===== src/hw/rtl/ntrc_pkg.sv =====
// ----------------------------------------------------------------------------
// ntrc_pkg: shared types and constants for the ns / tick rate converter
// Holds the per-word control bundle that rides down the divider chain and
// the fixed constants of the conversion.
// ----------------------------------------------------------------------------
`default_nettype none

package ntrc_pkg;

  // nanoseconds in one second
  localparam logic [63:0] NS_PER_SEC = 64'd1000000000;
  // largest leftover tick count whose nanosecond product fits 64 bits
  localparam logic [63:0] LEFTOVER_MAX = 64'd18446744073;
  // product width of the padded 64 x 64 multiply
  localparam int PROD_BITS = 128;
  localparam int HALF_BITS = 32;
  // configuration register width
  localparam int CFG_BITS = 40;
  localparam logic [CFG_BITS-1:0] RATE_RESET = 40'd1000000000;

  localparam int VALUE_BITS_DEF = 64;
  localparam int RATE_BITS_DEF = 40;

  // direction codes
  localparam logic OP_NS_TO_TICKS = 1'b0;
  localparam logic OP_TICKS_TO_NS = 1'b1;

  // control that travels with each word
  typedef struct packed {
    logic valid;
    logic op;
    logic inf;   // infinite timeout, passes through
    logic hz0;   // rate is zero
    logic ovf;   // quotient does not fit the value width
  } ctl_t;

endpackage

`default_nettype wire


===== src/hw/rtl/ntrc_out_buf.sv =====
// ----------------------------------------------------------------------------
// ntrc_out_buf: two-entry output buffer
// Decouples the chain from the output stall; the chain advances whenever the
// buffer is not full, so the input ready comes from a register.
// ----------------------------------------------------------------------------
`default_nettype none

module ntrc_out_buf
  import ntrc_pkg::*;
#(
  parameter int VB = VALUE_BITS_DEF
) (
  input  wire logic          clk,
  input  wire logic          rst,
  input  wire logic          push,
  input  wire logic [VB-1:0] push_value,
  input  wire logic          push_sat,
  output logic               has_room,
  output logic               out_valid,
  input  wire logic          out_ready,
  output logic [VB-1:0]      out_value,
  output logic               out_sat
);

  logic [1:0]    count;
  logic [VB-1:0] value1;
  logic          sat1;
  logic          pop;

  always_comb begin
    has_room  = (count != 2'd2);
    out_valid = (count != 2'd0);
    pop       = out_valid && out_ready;
  end

  // occupancy
  always_ff @(posedge clk) begin
    if (rst) begin
      count <= 2'd0;
    end else if (push && !pop) begin
      count <= count + 2'd1;
    end else if (pop && !push) begin
      count <= count - 2'd1;
    end
  end

  // entry shuffle
  always_ff @(posedge clk) begin
    if (push && pop) begin
      if (count == 2'd1) begin
        out_value <= push_value;
        out_sat   <= push_sat;
      end else begin
        out_value <= value1;
        out_sat   <= sat1;
        value1    <= push_value;
        sat1      <= push_sat;
      end
    end else if (pop) begin
      out_value <= value1;
      out_sat   <= sat1;
    end else if (push) begin
      if (count == 2'd0) begin
        out_value <= push_value;
        out_sat   <= push_sat;
      end else begin
        value1 <= push_value;
        sat1   <= push_sat;
      end
    end
  end

endmodule

`default_nettype wire


===== config.mk =====
export PLATFORM = sky130hd
export DESIGN_NAME = ntrc_out_buf
export DESIGN_NICKNAME = d
export VERILOG_FILES = /design/src/hw/rtl/ntrc_pkg.sv /design/src/hw/rtl/ntrc_out_buf.sv
export SDC_FILE = /design/constraint.sdc
export NUM_CORES = 1
export LEC_CHECK = 0
export BUFFER_PORTS_ARGS = -buffer_cell sky130_fd_sc_hd__buf_2
export CORE_MARGIN = 8
export CORE_UTILIZATION = 27
export CTS_CLUSTER_SIZE = 24
export DETAILED_ROUTE_END_ITERATION = 16
export HOLD_SLACK_MARGIN = 0.05
export PLACE_DENSITY = 0.51
export SLEW_MARGIN = 20
export SYNTH_ARGS = -nofsm -noshare
export SYNTH_HDL_FRONTEND = slang
export SYNTH_SLANG_ARGS = --single-unit

===== constraint.sdc =====
create_clock -name clk -period 6.1 [get_ports clk]
set_clock_uncertainty 0.05 [all_clocks]
set_input_delay 0.305 -clock clk [delete_from_list [all_inputs] [get_ports clk]]
set_output_delay 0.305 -clock clk [all_outputs]
set_load 0.02 [all_outputs]

Word level (Yosys, flattened, before mapping)
Index checks and enable logic that the tools add are counted.

operators by class
  add/sub/neg operators = 2
  equality and inequality tests = 5
  muxes and demuxes = 22
  reduce and logical (&&, ||, !) cells = 14

operators with widths
  cell                                                                     count
  64-bit 2-to-1 mux                                                        10
  1-bit 2-to-1 mux                                                         10
  2-bit inequality test, second input constant                             3
  2-bit nonzero test                                                       3
  3-bit nonzero test                                                       2
  1-bit logical AND                                                        4
  2-bit 2-to-1 mux                                                         2
  4-bit AND reduction                                                      1
  2-bit by 1-bit adder with 2-bit output, second input constant            1
  2-bit by 1-bit equality test with 1-bit output, second input constant    1
  1-bit logical NOT                                                        2
  2-bit logical NOT                                                        1
  2-bit by 1-bit inequality test with 1-bit output, second input constant  1
  2-bit AND reduction                                                      1
  2-bit by 1-bit subtractor with 2-bit output, second input constant       1

storage, ports and cells
  register bits after elaboration = 132
  output and inout port bits = 67
  word-level logic and storage cells = 48

Depth between registers and ports, before layout
  word-level depth = 5
  depth in mapped cells = 7
  mapped depth without buffers = 7

Least setup slack after synthesis
OpenSTA, ideal clock, no wires.

  path type = register -> register
  start point = register count[0]
  end point = register sat1, enable pin
  data arrival time = 5.627 ns
  required time = 5.463 ns
  slack = -0.164 ns
  stages on the path, launching flop included = 5
  path through = dfxtp_1 -> inv_1 -> ha_1 -> nor2b_1 -> a21boi_0

on the way
  cells in the longest elaborated chain, start to end = 5
  elaborated cells between the ends (all ways) = 10
  classes of those cells = eq/ne: 4; reduce/logical: 6

RTL lines
  item                                                           RTL line            text
  start: declaration                                             ntrc_out_buf.sv:25  logic [1:0] count;
  start signal: assignment                                       ntrc_out_buf.sv:41  count <= count + 2'd1;
  start signal: assignment                                       ntrc_out_buf.sv:43  count <= count - 2'd1;
  2-bit nonzero test                                             ntrc_out_buf.sv:32  out_valid = (count != 2'd0);
  1-bit logical AND                                              ntrc_out_buf.sv:33  pop = out_valid && out_ready;
  1-bit logical AND                                              ntrc_out_buf.sv:49  if (push && pop) begin
  2-bit inequality test (no line), or another cell as far along  --
  4-bit AND reduction (no line) *                                --
  end signal: assignment                                         ntrc_out_buf.sv:57  sat1 <= push_sat;
  end signal: assignment                                         ntrc_out_buf.sv:68  sat1 <= push_sat;
  end: declaration                                               ntrc_out_buf.sv:27  logic sat1;

Every way passes the cells marked *; elsewhere a longest branch is shown, timed or not.
A chain may end at the register's enable or synchronous reset.

Worst setup path in the final report
  start point = register count[0]
  end point = register out_value[9] (data pin)

on the way
  cells in the longest elaborated chain, start to end = 4
  elaborated cells between the ends (all ways) = 7
  classes of those cells = eq/ne: 1; mux: 3; reduce/logical: 3

RTL lines
  item                                                    RTL line                                text
  2-bit nonzero test                                      ntrc_out_buf.sv:32
  1-bit logical AND                                       ntrc_out_buf.sv:33
  64-bit 2-to-1 mux or 1-bit logical AND (tied branches)  ntrc_out_buf.sv:59, ntrc_out_buf.sv:49
  64-bit 2-to-1 mux *                                     ntrc_out_buf.sv:49
  end signal: assignment                                  ntrc_out_buf.sv:51                      out_value <= push_value;
  end signal: assignment                                  ntrc_out_buf.sv:54                      out_value <= value1;
  end signal: assignment                                  ntrc_out_buf.sv:60                      out_value <= value1;
  end: declaration                                        ntrc_out_buf.sv:21                      output logic [VB-1:0] out_value,

Marks and branches as above.

==> flow_metrics.py <==
metrics = {
    "hold_path": {
        "hp-start": "out_ready",
        "hold_path_end": "value1[14]",
        "min_path_type": "in -> reg",
        "min_path_cells": 2,
    },
    "worst_setup_path": {
        "cpPeakStageDelay_ns": 0.55,
        "critical_path_class": "reg -> reg",
        "rr_worst_depth": 6,
        "cp_max_fo": 31,
        "start_kind": "flop",
        "cp_cell_sequence": "inv_1 -> ha_1 -> nand2b_1 -> o21ai_4 -> buf_4 -> mux2_1",
        "critPathArrivalTime_ns": 2.77,
        "slowest_stage": "o21ai_4",
        "r2r_slack_ns": 3.42,
        "worstReg2RegStart": "count[0]",
        "worstPathRequired_ns": 6.19,
        "r2r-end": "out_value[9]",
        "end_kind": "flop",
    },
    "power": {
        "ir_worst_vdd_mv": 0.218,
        "p_total_w": 0.00352,
        "leakagePower_nw": 2.69,
        "p_per_area_nw_per_um2": 497,
    },
    "placement": {
        "port_buffers": 135,
        "hpwl_um": 6830,
        "post-place-ws_ns": 3.14,
        "place_congestion": 0.699,
    },
    "synth": {
        "yosysWarnings": 0,
        "yosysSeqAreaShare": 0.806,
        "ys_ff_latch": 132,
        "syn_area_per_cell_um2": 21.7,
        "syn_area_um2": 4890,
        "syn_nets": 300,
        "ys_types": 19,
        "syn_inst": 226,
    },
    "sta": {
        "fin_crit_sh": 0.439,
        "timing.fmax_mhz": 373,
        "setup_tns_ns": 0,
        "fin_ws_ns": 3.42,
        "final_hold_viol_count": 0,
        "worst_slew_pin_slew_ns": 0.929,
        "setup-violations-final": 0,
        "finalCriticalPeriod_ns": 2.68,
        "rsz0062_at_grt": "no",
        "slew_headroom": 0.381,
        "holdWs_ns": 0.315,
        "slew_violations": 0,
    },
    "drt": {
        "antenna_left": 0,
        "wl_um": 10500,
        "dr.pass1.iters": 4,
        "dr.first_iter.drc_count": 97,
        "wl_per_cell_um": 15.4,
        "drc_errors": 0,
        "via_count": 2773,
        "via_per_inst": 4.05,
    },
    "final_layout": {
        "layout-drive-gt1-share": 0.422,
        "utilization": 0.396,
        "multi_input_area_um2": 913,
        "n_antenna_cell": 0,
        "seq_area_um2": 3940,
        "nets": 517,
        "n_fill_cell": 1675,
        "area.growth.synth_to_final_pct": 44.8,
    },
    "die": {
        "die_y_um": 151,
        "ioPinCount": 136,
        "initial_utilization": 0.273,
        "die_w_um": 151,
        "rows": 49,
        "die_area_um2": 22700,
        "core_region_area_um2": 17900,
    },
    "status": {
        "outcome": "completed",
    },
    "clock_network": {
        "post_cts_resized": 0,
        "numCtsBuffers": 17,
        "cts_setup_buffers": 0,
        "cts_tree": "built",
        "htree_levels": 4,
        "cts.sinks": 132,
        "clk_pin_slew_ns": 0.05,
        "cts_buffer_depth": 2,
        "clk_latency_ns": 0.40,
        "clock-root-buffer": "clkbuf_16",
        "ctsHoldBuffers": 66,
    },
    "global_routing": {
        "grt_pass1_wl_um": 16100,
        "grt_antenna_before_repair": 0,
        "grt_util_all_layers": 0.0932,
        "grt_remaining_overflow": 0,
        "grt_pass1_vias": 3096,
        "grt_start_max_net_pins": 66,
    },
    "run": {
        "cap_violations": 0,
    },
}
## sequential cells by signal (all words and copies together), names as in the netlist
signal / count
out_value: 64
value1: 64
count: 2
out_sat: 1
sat1: 1
## cell usage in the layout, fill, tap and decap left out, drive strengths merged, types with 2 or more instances in the layout
cell / count
nand2: 3
inv: 5
dfxtp: 2
ha: 5
clkbuf: 20
bufinv: 2
clkinvlp: 2
edfxtp: 130
buf: 138
mux2: 65
dlygate4sd3: 66
clkinv: 6
nor2: 2
## worst max path at each step
| stage | start | endpoint | slack (ns) | cells after the start |
|---|---|---|---|---|
| 3_5_place_dp | count[0] | value1[49] | 3.14 | 5 |
| 3_3_place_gp | count[0] | value1[52] | 3.24 | 5 |
| 2_1_floorplan | count[0] | sat1 | 1.54 | 4 |
| 6_report | count[0] | out_value[9] | 3.42 | 6 |
| 4_1_cts | count[0] | value1[1] | 3.16 | 5 |
| 5_1_grt | count[0] | out_value[9] | 3.16 | 6 |
## synth_stat cells (all sizes together)
library cell,n,area (µm²)
a21boi,1,7.51
and3,1,6.26
buf,6,40.0
dfxtp,2,40.0
edfxtp,130,3900
ha,5,62.6
inv,4,15.0
mux2,65,732
mux2i,1,10.0
nand2,3,11.3
nand2b,1,6.26
nand4bb,1,11.3
nor2,2,7.51
nor2b,1,6.26
o21ai,1,16.3
xnor2,1,8.76
xor2,1,8.76
## critical path: cells and delay by family, from the launching register on
| family | cells | cell delay, ns |
|---|---|---|
| AOI/OAI and AO/OA | 1 | 0.55 |
| buffers and inverters | 2 | 0.58 |
| adders and majority gates | 1 | 0.22 |
| DFF | 1 | 0.36 |
| and+or+nand+nor | 1 | 0.25 |
| muxes | 1 | 0.38 |
## power breakdown
part | total [W] | internal [W] | switching (W) | leakage [nW]
clock | 0.000955 | 0.000594 | 0.000361 | 0.265
sequential | 0.00151 | 0.00143 | 0.0000749 | 1.25
combinational | 0.00106 | 0.000373 | 0.000685 | 1.17
## metal layers
layer  wire (µm)  up-vias  GRT usage
met5           0        -          0
met4         131        0     0.0416
met3         777        9     0.0388
met2        5070       84      0.155
met1        4520     1355      0.102
li1            -     1325          -
## cells by family after synthesis
family | share of synthesized area
flops | 0.806
mux | 0.152
buf+inv | 0.0112
simple gates | 0.00997
fa+ha+maj | 0.0128
compound gates | 0.00486
xor+xnor | 0.00358
## per-stage QoR
step                      instances  instance area [µm²]
final                           684                 7090
after global routing            684                 7090
after CTS                       683                 7060
after detailed placement        586                 5850
after global placement          586                 5850
after floorplan                 226                 4890
## cell type report
type | count | area share
Timing Repair Buffer | 204 | 0.195
Tap cell | 229 | 0.0404
Clock inverter | 11 | 0.0157
Sequential cell | 132 | 0.557
Inverter | 4 | 0.00212
Multi-Input combinational cell | 84 | 0.129
Clock buffer | 20 | 0.0616
No activity file was read; power rests on OpenSTA's default activity.
