--- config.mk ---
export PLATFORM = sky130hd
export DESIGN_NAME = ntrc_cell
export DESIGN_NICKNAME = d
export VERILOG_FILES = /design/src/hw/rtl/ntrc_pkg.sv /design/src/hw/rtl/ntrc_cell.sv
export SDC_FILE = /design/constraint.sdc
export NUM_CORES = 1
export LEC_CHECK = 0
export ABC_CLOCK_PERIOD_IN_PS = 4400
export BUFFER_PORTS_ARGS = -buffer_cell sky130_fd_sc_hd__buf_2
export CORE_ASPECT_RATIO = 0.7
export CORE_MARGIN = 3
export CORE_UTILIZATION = 30
export DETAILED_ROUTE_END_ITERATION = 6
export PLACE_DENSITY = 0.56
export REMOVE_ABC_BUFFERS = 1
export SETUP_SLACK_MARGIN = 0.2
export SLEW_MARGIN = 5
export SYNTH_ARGS = -nofsm -noshare
export SYNTH_HDL_FRONTEND = slang
export SYNTH_SLANG_ARGS = --single-unit
--- constraint.sdc ---
create_clock -name clk -period 4.4 [get_ports clk]
set_input_delay 1.32 -clock clk [delete_from_list [all_inputs] [get_ports clk]]
set_output_delay 1.32 -clock clk [all_outputs]
set_load 0.02 [all_outputs]
--- src/hw/rtl/ntrc_pkg.sv ---
// ----------------------------------------------------------------------------
// ntrc_pkg: shared types and constants for the ns / tick rate converter
// Holds the per-word control bundle that rides down the divider chain and
// the fixed constants of the conversion.
// ----------------------------------------------------------------------------
`default_nettype none

package ntrc_pkg;

  // nanoseconds in one second
  localparam logic [63:0] NS_PER_SEC = 64'd1000000000;
  // largest leftover tick count whose nanosecond product fits 64 bits
  localparam logic [63:0] LEFTOVER_MAX = 64'd18446744073;
  // product width of the padded 64 x 64 multiply
  localparam int PROD_BITS = 128;
  localparam int HALF_BITS = 32;
  // configuration register width
  localparam int CFG_BITS = 40;
  localparam logic [CFG_BITS-1:0] RATE_RESET = 40'd1000000000;

  localparam int VALUE_BITS_DEF = 64;
  localparam int RATE_BITS_DEF = 40;

  // direction codes
  localparam logic OP_NS_TO_TICKS = 1'b0;
  localparam logic OP_TICKS_TO_NS = 1'b1;

  // control that travels with each word
  typedef struct packed {
    logic valid;
    logic op;
    logic inf;   // infinite timeout, passes through
    logic hz0;   // rate is zero
    logic ovf;   // quotient does not fit the value width
  } ctl_t;

endpackage

`default_nettype wire

--- src/hw/rtl/ntrc_cell.sv ---
// ----------------------------------------------------------------------------
// ntrc_cell: one restoring division step for two lanes
// Lane A divides the product numerator, lane B divides the raw amount by the
// rate. Each cell shifts one dividend bit in and one quotient bit out.
// ----------------------------------------------------------------------------
`default_nettype none

module ntrc_cell
  import ntrc_pkg::*;
#(
  parameter int VB = VALUE_BITS_DEF,
  parameter int RB = RATE_BITS_DEF,
  parameter int OW = (RATE_BITS_DEF > 30) ? RATE_BITS_DEF : 30
) (
  input  wire logic          clk,
  input  wire logic          rst,
  input  wire logic          advance,
  input  ctl_t               ctl_i,
  input  wire logic [OW-1:0] rem_a_i,
  input  wire logic [VB-1:0] num_a_i,
  input  wire logic [OW-1:0] div_a_i,
  input  wire logic [RB-1:0] rem_b_i,
  input  wire logic [VB-1:0] num_b_i,
  input  wire logic [RB-1:0] hz_i,
  output ctl_t               ctl_o,
  output logic [OW-1:0]      rem_a_o,
  output logic [VB-1:0]      num_a_o,
  output logic [OW-1:0]      div_a_o,
  output logic [RB-1:0]      rem_b_o,
  output logic [VB-1:0]      num_b_o,
  output logic [RB-1:0]      hz_o
);

  logic [OW:0]   trial_a, diff_a;
  logic [RB:0]   trial_b, diff_b;
  logic          ge_a, ge_b;

  // trial subtract on both lanes
  always_comb begin
    trial_a = {rem_a_i, num_a_i[VB-1]};
    diff_a  = trial_a - {1'b0, div_a_i};
    ge_a    = (trial_a >= {1'b0, div_a_i});
    trial_b = {rem_b_i, num_b_i[VB-1]};
    diff_b  = trial_b - {1'b0, hz_i};
    ge_b    = (trial_b >= {1'b0, hz_i});
  end

  always_ff @(posedge clk) begin
    if (rst) begin
      ctl_o <= '0;
    end else if (advance) begin
      ctl_o <= ctl_i;
    end
  end

  always_ff @(posedge clk) begin
    if (advance) begin
      rem_a_o <= ge_a ? diff_a[OW-1:0] : trial_a[OW-1:0];
      num_a_o <= {num_a_i[VB-2:0], ge_a};
      div_a_o <= div_a_i;
      rem_b_o <= ge_b ? diff_b[RB-1:0] : trial_b[RB-1:0];
      num_b_o <= {num_b_i[VB-2:0], ge_b};
      hz_o    <= hz_i;
    end
  end

endmodule

`default_nettype wire

### After elaboration in Yosys (flattened, before gate mapping)

Index checks and enable logic that the tools add are counted.

* add/subtract/negate cells: 2
* $mul: 0
* divide/modulo/power cells: 0
* order comparisons: 2
* equality and inequality tests: 0
* shifts and indexed selects: 0
* multiplexer cells: 2
* bitwise logic cells: 0
* reduce and logical (&&, ||, !) cells: 0

Operators with widths (number)
* 41-bit by 40-bit >= comparator with 1-bit output: 2
* 40-bit two-way mux: 2
* 40-bit subtractor: 2

* flip-flop bits (word level): 293
* bits in latches: 0
* bits in writable memories: 0
* bits in read-only memories: 0
* input bits: 296
* output and inout bits: 293
* logic and storage cells: 17
* memories kept: 0

### Longest topological paths before layout

Gate-level depths: netlist of the first run.

* depth in word-level cells: 2
* gate-level depth with buffers: 14

### Worst setup path before layout of the first run

OpenSTA, ideal clock, no wires.

* kind: input -> register
* start: input port hz_i[10]
* end: register rem_b_o[10] (data pin)
* setup time: 0.260 ns
* arrival: 3.814 ns
* required time: 4.140 ns
* slack: 0.326 ns
* stages: 14
* path buffers: 2
* path through: inv_1 -> ha_1 -> buf_2 -> a21oi_1 -> o21bai_1 -> a21oi_1 -> o221a_1 -> o211a_2 -> a21oi_2 -> nor2_2 -> o21a_4 -> o41ai_4 -> buf_6 -> mux2_4

* longest elaborated chain between the ends: 2

Ends and longest elaborated chain
* start, declared: RTL line ntrc_cell.sv:24 `input wire logic [RB-1:0] hz_i,`
* 40-bit subtractor or 41-bit by 40-bit >= comparator with 1-bit output (tied branches): RTL line ntrc_cell.sv:44, ntrc_cell.sv:45
* 40-bit two-way mux (*): RTL line ntrc_cell.sv:61 `rem_b_o <= ge_b ? diff_b[RB-1:0] : trial_b[RB-1:0];`
* end signal, assigned: RTL line ntrc_cell.sv:61
* end, declared: RTL line ntrc_cell.sv:29 `output logic [RB-1:0] rem_b_o,`

Mark *: on every way between the ends. The rest lies on a longest branch, timed or not.
A chain may end at the register's enable or synchronous reset.

### Worst setup path in the final report of the first run

* start: input port hz_i[3]
* end: register rem_b_o[39] (data pin)

Same word-level chain as after synthesis.

==> flow_metrics.tcl, run 1 <==
set metrics [dict create \
    rows 66 \
    critPathLaunchType "input port" \
    seqPwrFrac 0.433 \
    r2r_cells 2 \
    clockBufferDepth 3 \
    htreeDepth 1 \
    crit_type "input port to register" \
    cts_root_buf "clkbuf_16" \
    p_clk_frac 0.328 \
    syn_area_mm2 0.0145 \
    ys_top_cells_by_area "edfxtp_1 (59%), ha_1 (6.9%), a21oi_1 (4.0%)" \
    vdd_drop_max_uv 339 \
    finalNetCount 2152 \
    setup_viol 0 \
    num_vias 11450 \
    synth_top_cells_by_count "edfxtp_1 (288), a21oi_1 (115), inv_1 (102)" \
    synth_top_cell_by_area "edfxtp_1" \
    drc 0 \
    placed_cell_area_mm2 0.0186 \
    dieWidth_um 269 \
    ioPinCount 589 \
    total_power_mw 8.06 \
    fin_cells 2443 \
    dieArea_mm2 0.0512 \
    synth_edf_count 288 \
    r2r-end "ctl_o[4]" \
    worst_setup_path_end_kind "register" \
    worstMarginPinSlew_ps 756 \
    arrival_ps 4150 \
    p_leak_nw 8.98 \
    synth.ff_latch_count 293 \
    syn_area_per_cell_um2 12.8 \
    antenna_found_initial 12 \
    cts.clk_slew.worst_paths_ps 60 \
    initial_core_util 0.308 \
    yosysSeqAreaShare 0.602 \
    cts_resized 0 \
    postCtsSetupRepairBufs 0 \
    swShare 0.293 \
    slew_viol_final 0 \
    drtAntennaViolNets 0 \
    fin_crit_ps 3820 \
    hold_viol_final 0 \
    ctsHoldBuffers 0 \
    grt_start_max_net_pins 83 \
    min_from "ctl_o[0]" \
    grt_pass1_wl_mm 71.5 \
    wl_per_cell_um 19.8 \
    grt_remaining_overflow 0 \
    rrSetupSlack_ps 3810 \
    drt-vias-per-instance 4.69 \
    core-area_mm2 0.0472 \
    comb_power_share 0.240 \
    required_ps 4730 \
    fin_crit_sh 0.868 \
    hold_path_end "ctl_o[0]" \
    syn_inst 1135 \
    finClkSkew_ps 0 \
    dp_cells 2388 \
    cts_sinks 293 \
    cts_tree "yes" \
    hold_path.class "register to register" \
    syn_to_final_growth_pct 34.9 \
    intPower_mw 5.70 \
    status "finished clean" \
    die_h_um 190 \
    hold_depth 2 \
    max_cap_viol_count 0 \
    clock_latency_ps 580 \
    nFillCells 4587 \
    timing.setup.tns_ps 0 \
    holdWs_ps 506 \
    slew_headroom 0.483 \
    final_cell_area_mm2 0.0196 \
    highest_layer "met5" \
    async_flop_share 0 \
    io_buffers 588 \
    drive_gt1_frac 0.414 \
    wl_met1_mm 19.9 \
    reg2reg_from "ctl_o[4]" \
    synth_top_area_frac 0.595 \
    rsz0062_at_grt "no" \
    max_freq_mhz 262 \
    gp_congestion 0.883 \
    cts_buffers 30 \
    grt_pass1_vias 11620 \
    post-route-util 0.416 \
    grt_use_total 0.180 \
    p_per_area_mw_per_mm2 411 \
    ys_types 62 \
    synthFlopType "edfxtp_1" \
    drtPass1Iterations 5 \
    drt_first_iter_violations 740 \
    drt-total-wl_mm 48.4 \
    synth.yosys.warnings 0 \
    crit_path_max_fanout 20 \
    hpwl_mm 39.2 \
    setup_slack_ps 580 \
    yosysMostFrequentCell "edfxtp_1" \
    place_ws_ps -7.63 \
    dr_wl_met2_mm 24.0 \
    wl_met3_mm 3.08 \
    switching_power_mw 2.37 \
]
sequential cells by signal, summed over array words and instances, names as in the netlist:
name,cells
div_a_o,40
num_a_o,64
rem_a_o,40
num_b_o,64
hz_o,40
ctl_o,5
rem_b_o,40
area by class of cell:
type                            instances  area, um2  share of cell area
Tap cell                              646        808              0.0412
Clock buffer                           37        797              0.0406
Multi-Input combinational cell        710       5270               0.269
Inverter                              103        387              0.0197
Antenna cell                            3       7.51            0.000383
Clock inverter                         15        204              0.0104
Sequential cell                       293       8750               0.446
Timing Repair Buffer                  636       3400               0.173
power groups by stage:
| stage | combinational [mW] | clock [mW] | sequential, mW |
|---|---|---|---|
| 2_1_floorplan | 0.779 | 0 | 3.91 |
| 3_3_place_gp | 1.93 | 0 | 3.55 |
| 3_5_place_dp | 1.94 | 0 | 3.55 |
| 4_1_cts | 1.95 | 2.73 | 3.49 |
| 5_1_grt | 2.09 | 2.84 | 3.51 |
| 6_report | 1.93 | 2.64 | 3.49 |
how the worst max path moves through the flow:
stage	startpoint	to	cells after the start
global placement	hz_i[3]	rem_b_o[39]	14
floorplan	hz_i[10]	rem_b_o[39]	12
detailed placement	hz_i[3]	rem_b_o[39]	14
finish	hz_i[3]	rem_b_o[39]	14
CTS	hz_i[3]	rem_b_o[39]	14
global route	hz_i[3]	rem_b_o[39]	14
cell usage in the layout, fill, tap and decap left out, types with 7 or more instances in the layout:
| master | instances |
|---|---|
| ha_1 | 80 |
| mux2_4 | 37 |
| clkbuf_16 | 30 |
| nor3_1 | 11 |
| nand4_1 | 19 |
| and3_1 | 14 |
| buf_2 | 587 |
| o21ai_0 | 31 |
| xor2_1 | 26 |
| a21o_1 | 52 |
| edfxtp_1 | 288 |
| nor2b_1 | 7 |
| nand2b_1 | 7 |
| a21oi_1 | 115 |
| o21a_1 | 8 |
| xnor2_1 | 43 |
| inv_1 | 102 |
| nand2_1 | 56 |
| buf_12 | 7 |
| mux2i_1 | 8 |
| a31oi_1 | 9 |
| nor2_1 | 77 |
| nand3_1 | 19 |
| mux2_2 | 9 |
| buf_4 | 41 |
| o21bai_1 | 14 |
cells by family after synthesis:
group,after synthesis,share of synthesized area
compound gates,277,0.125
xor+xnor,69,0.0416
fa+ha+maj,82,0.0716
buf+inv,132,0.0367
flops,293,0.602
mux,54,0.0507
simple gates,228,0.0729
worst max-delay path, cell delays in order:
cell and delay [ps]:
buf_2 90, inv_1 40, ha_1 340, nand3_1 130, o21bai_1 200, a21o_1 210, a21oi_1 180, o21ai_1 130
a21oi_2 150, nor2_2 70, o21a_4 210, o41ai_4 460, buf_12 260, mux2_2 350
layer usage:
layer / GRT usage / up-vias
met5: 0 / -
met1: 0.224 / 5496
met4: 0.0476 / 10
met3: 0.0443 / 77
met2: 0.315 / 383
li1: - / 5484
Power figures use the tool's default switching activity.
==> run 2, diff against run 1 <==
--- a/config.mk
+++ b/config.mk
@@ -11,9 +11,11 @@
 export CORE_MARGIN = 3
 export CORE_UTILIZATION = 30
 export DETAILED_ROUTE_END_ITERATION = 6
+export MAX_ROUTING_LAYER = met4
 export PLACE_DENSITY = 0.56
 export REMOVE_ABC_BUFFERS = 1
 export SETUP_SLACK_MARGIN = 0.2
+export SKIP_CTS_REPAIR_TIMING = 1
 export SLEW_MARGIN = 5
 export SYNTH_ARGS = -nofsm -noshare
 export SYNTH_HDL_FRONTEND = slang
==> run 2 against run 1 <==
Against the previous run: register-to-register slack is essentially flat; maximum frequency up 0.34%; worst setup slack gained 13 ps; routed wire length rose by 1.3%; sequential share of layout area fell by 0.23 points; largest power group unchanged.
==> flow_metrics.tcl, run 2 (same netlist as run 1, synthesis figures left out) <==
set metrics [dict create \
    status "finished clean" \
    switching_power_mw 2.42 \
    area.sequential_mm2 0.00875 \
    worstMarginPinSlew_ps 838 \
    fin_cells 2452 \
    cts_tree "yes" \
    nFillCells 4571 \
    total_power_mw 8.34 \
    seqPwrFrac 0.419 \
    grt_remaining_overflow 0 \
    crit_path_end "rem_b_o[12]" \
    crit_type "input port to register" \
    drtPass1Iterations 5 \
    grt_start_max_net_pins 87 \
    drt-total-wl_mm 49.0 \
    finClkSkew_ps 0 \
    drive_gt1_frac 0.415 \
    slew_viol_final 0 \
    multi_input_area_mm2 0.00527 \
    worst_setup_path_end_kind "register" \
    r2r-end "ctl_o[2]" \
    top_regs "num_a_o x64, num_b_o x64" \
    hpwl_mm 39.7 \
    cts_sinks 293 \
    grt_pass1_wl_mm 71.4 \
    reg2reg_from "ctl_o[2]" \
    cts.clk_slew.worst_paths_ps 60 \
    clockBufferDepth 3 \
    dp_cells 2384 \
    crit_path_max_fanout 14 \
    final_common_cell "buf_2" \
    comb_power_share 0.231 \
    rows 66 \
    hold_path.class "register to register" \
    p_clk_frac 0.350 \
    drt_first_iter_violations 676 \
    intPower_mw 5.92 \
    p_per_area_mw_per_mm2 423 \
    dieWidth_um 269 \
    grt_use_total 0.187 \
    crit_start "hz_i[3]" \
    fin_crit_ps 3810 \
    final_cell_mix "buf_2 (587), edfxtp_1 (288), a21oi_1 (115), inv_1 (102), ha_1 (80)" \
    ioPinCount 589 \
    max_freq_mhz 263 \
    io_buffers 588 \
    gp_congestion 0.872 \
    r2r_cells 2 \
    die_h_um 190 \
    finalNetCount 2149 \
    drc 0 \
    slew_headroom 0.441 \
    hold_viol_final 0 \
    initial_core_util 0.308 \
    arrival_ps 4150 \
    num_vias 11464 \
    clock_latency_ps 590 \
    core-area_mm2 0.0472 \
    dieArea_mm2 0.0512 \
    vdd_drop_max_uv 273 \
    grt_pass1_vias 11524 \
    cts_root_buf "clkbuf_16" \
    p_leak_nw 9.01 \
    wl_per_cell_um 20.0 \
    swShare 0.290 \
    rsz0062_at_grt "no" \
    setup_viol 0 \
    critPathLaunchType "input port" \
    max_cap_viol_count 0 \
    required_ps 4740 \
    htreeDepth 1 \
    antenna_found_initial 12 \
    timing.setup.tns_ps 0 \
    drt-vias-per-instance 4.68 \
    hold_depth 2 \
    drtAntennaViolNets 0 \
    syn_to_final_growth_pct 35.6 \
    rrSetupSlack_ps 3800 \
    fin_crit_sh 0.865 \
    cts_buffers 31 \
]
-- run 2: cell types whose count changed in the layout (fill, tap and decap cells not counted), sizes merged --
cell	delta
diode	+7
bufinv	+3
clkinv	-1
inv	+3
clkinvlp	+1
buf	-4
-- run 2: critical path, stage by stage --
cell	delay, ps
buf_2	90
inv_1	40
ha_1	340
nand3_1	110
o21bai_1	190
a21o_1	200
a21oi_1	190
o21ai_1	140
a21oi_2	150
nor2_2	60
o21a_4	210
o41ai_4	400
buf_4	360
mux2_4	330
-- run 2: cell type report --
type                       count  share of cell area
clock inverter                21              0.0156
sequential                   293               0.444
antenna                       10             0.00127
multi-input combinational    710               0.267
inverter                     103              0.0196
tap                          646              0.0410
clock buffer                  37              0.0415
timing repair buffer         632               0.170
-- run 2: metrics by stage --
stage	setup WS [ps]	utilization	hold WS [ps]	area (um2)
2_1_floorplan	-1280	-	579	14400
3_3_place_gp	3.84	0.394	476	18600
3_5_place_dp	-31.9	0.394	486	18600
4_1_cts	604	0.418	511	19700
5_1_grt	321	0.418	538	19700
6_report	593	0.418	514	19700
-- run 2: layer usage --
layer  share of wire  GRT usage
met4           0.027     0.0522
met5               0          -
met1            0.41      0.227
met3           0.069     0.0459
met2            0.49      0.312
-- run 2: power groups by stage --
stage	registers, mW	logic [mW]	clock network (mW)
2_1_floorplan	3.91	0.779	0
3_3_place_gp	3.55	1.92	0
3_5_place_dp	3.55	1.93	0
4_1_cts	3.49	1.94	3.01
5_1_grt	3.52	2.09	3.11
6_report	3.49	1.93	2.92
-- run 2: how the worst min path moves through the flow --
stage / start / to / slack [ps]
2_1_floorplan: ctl_o[0] / ctl_o[0] / 580
3_3_place_gp: ctl_o[3] / ctl_o[3] / 480
3_5_place_dp: ctl_o[1] / ctl_o[1] / 490
4_1_cts: ctl_o[4] / ctl_o[4] / 510
5_1_grt: ctl_o[4] / ctl_o[4] / 540
6_report: ctl_o[0] / ctl_o[0] / 510
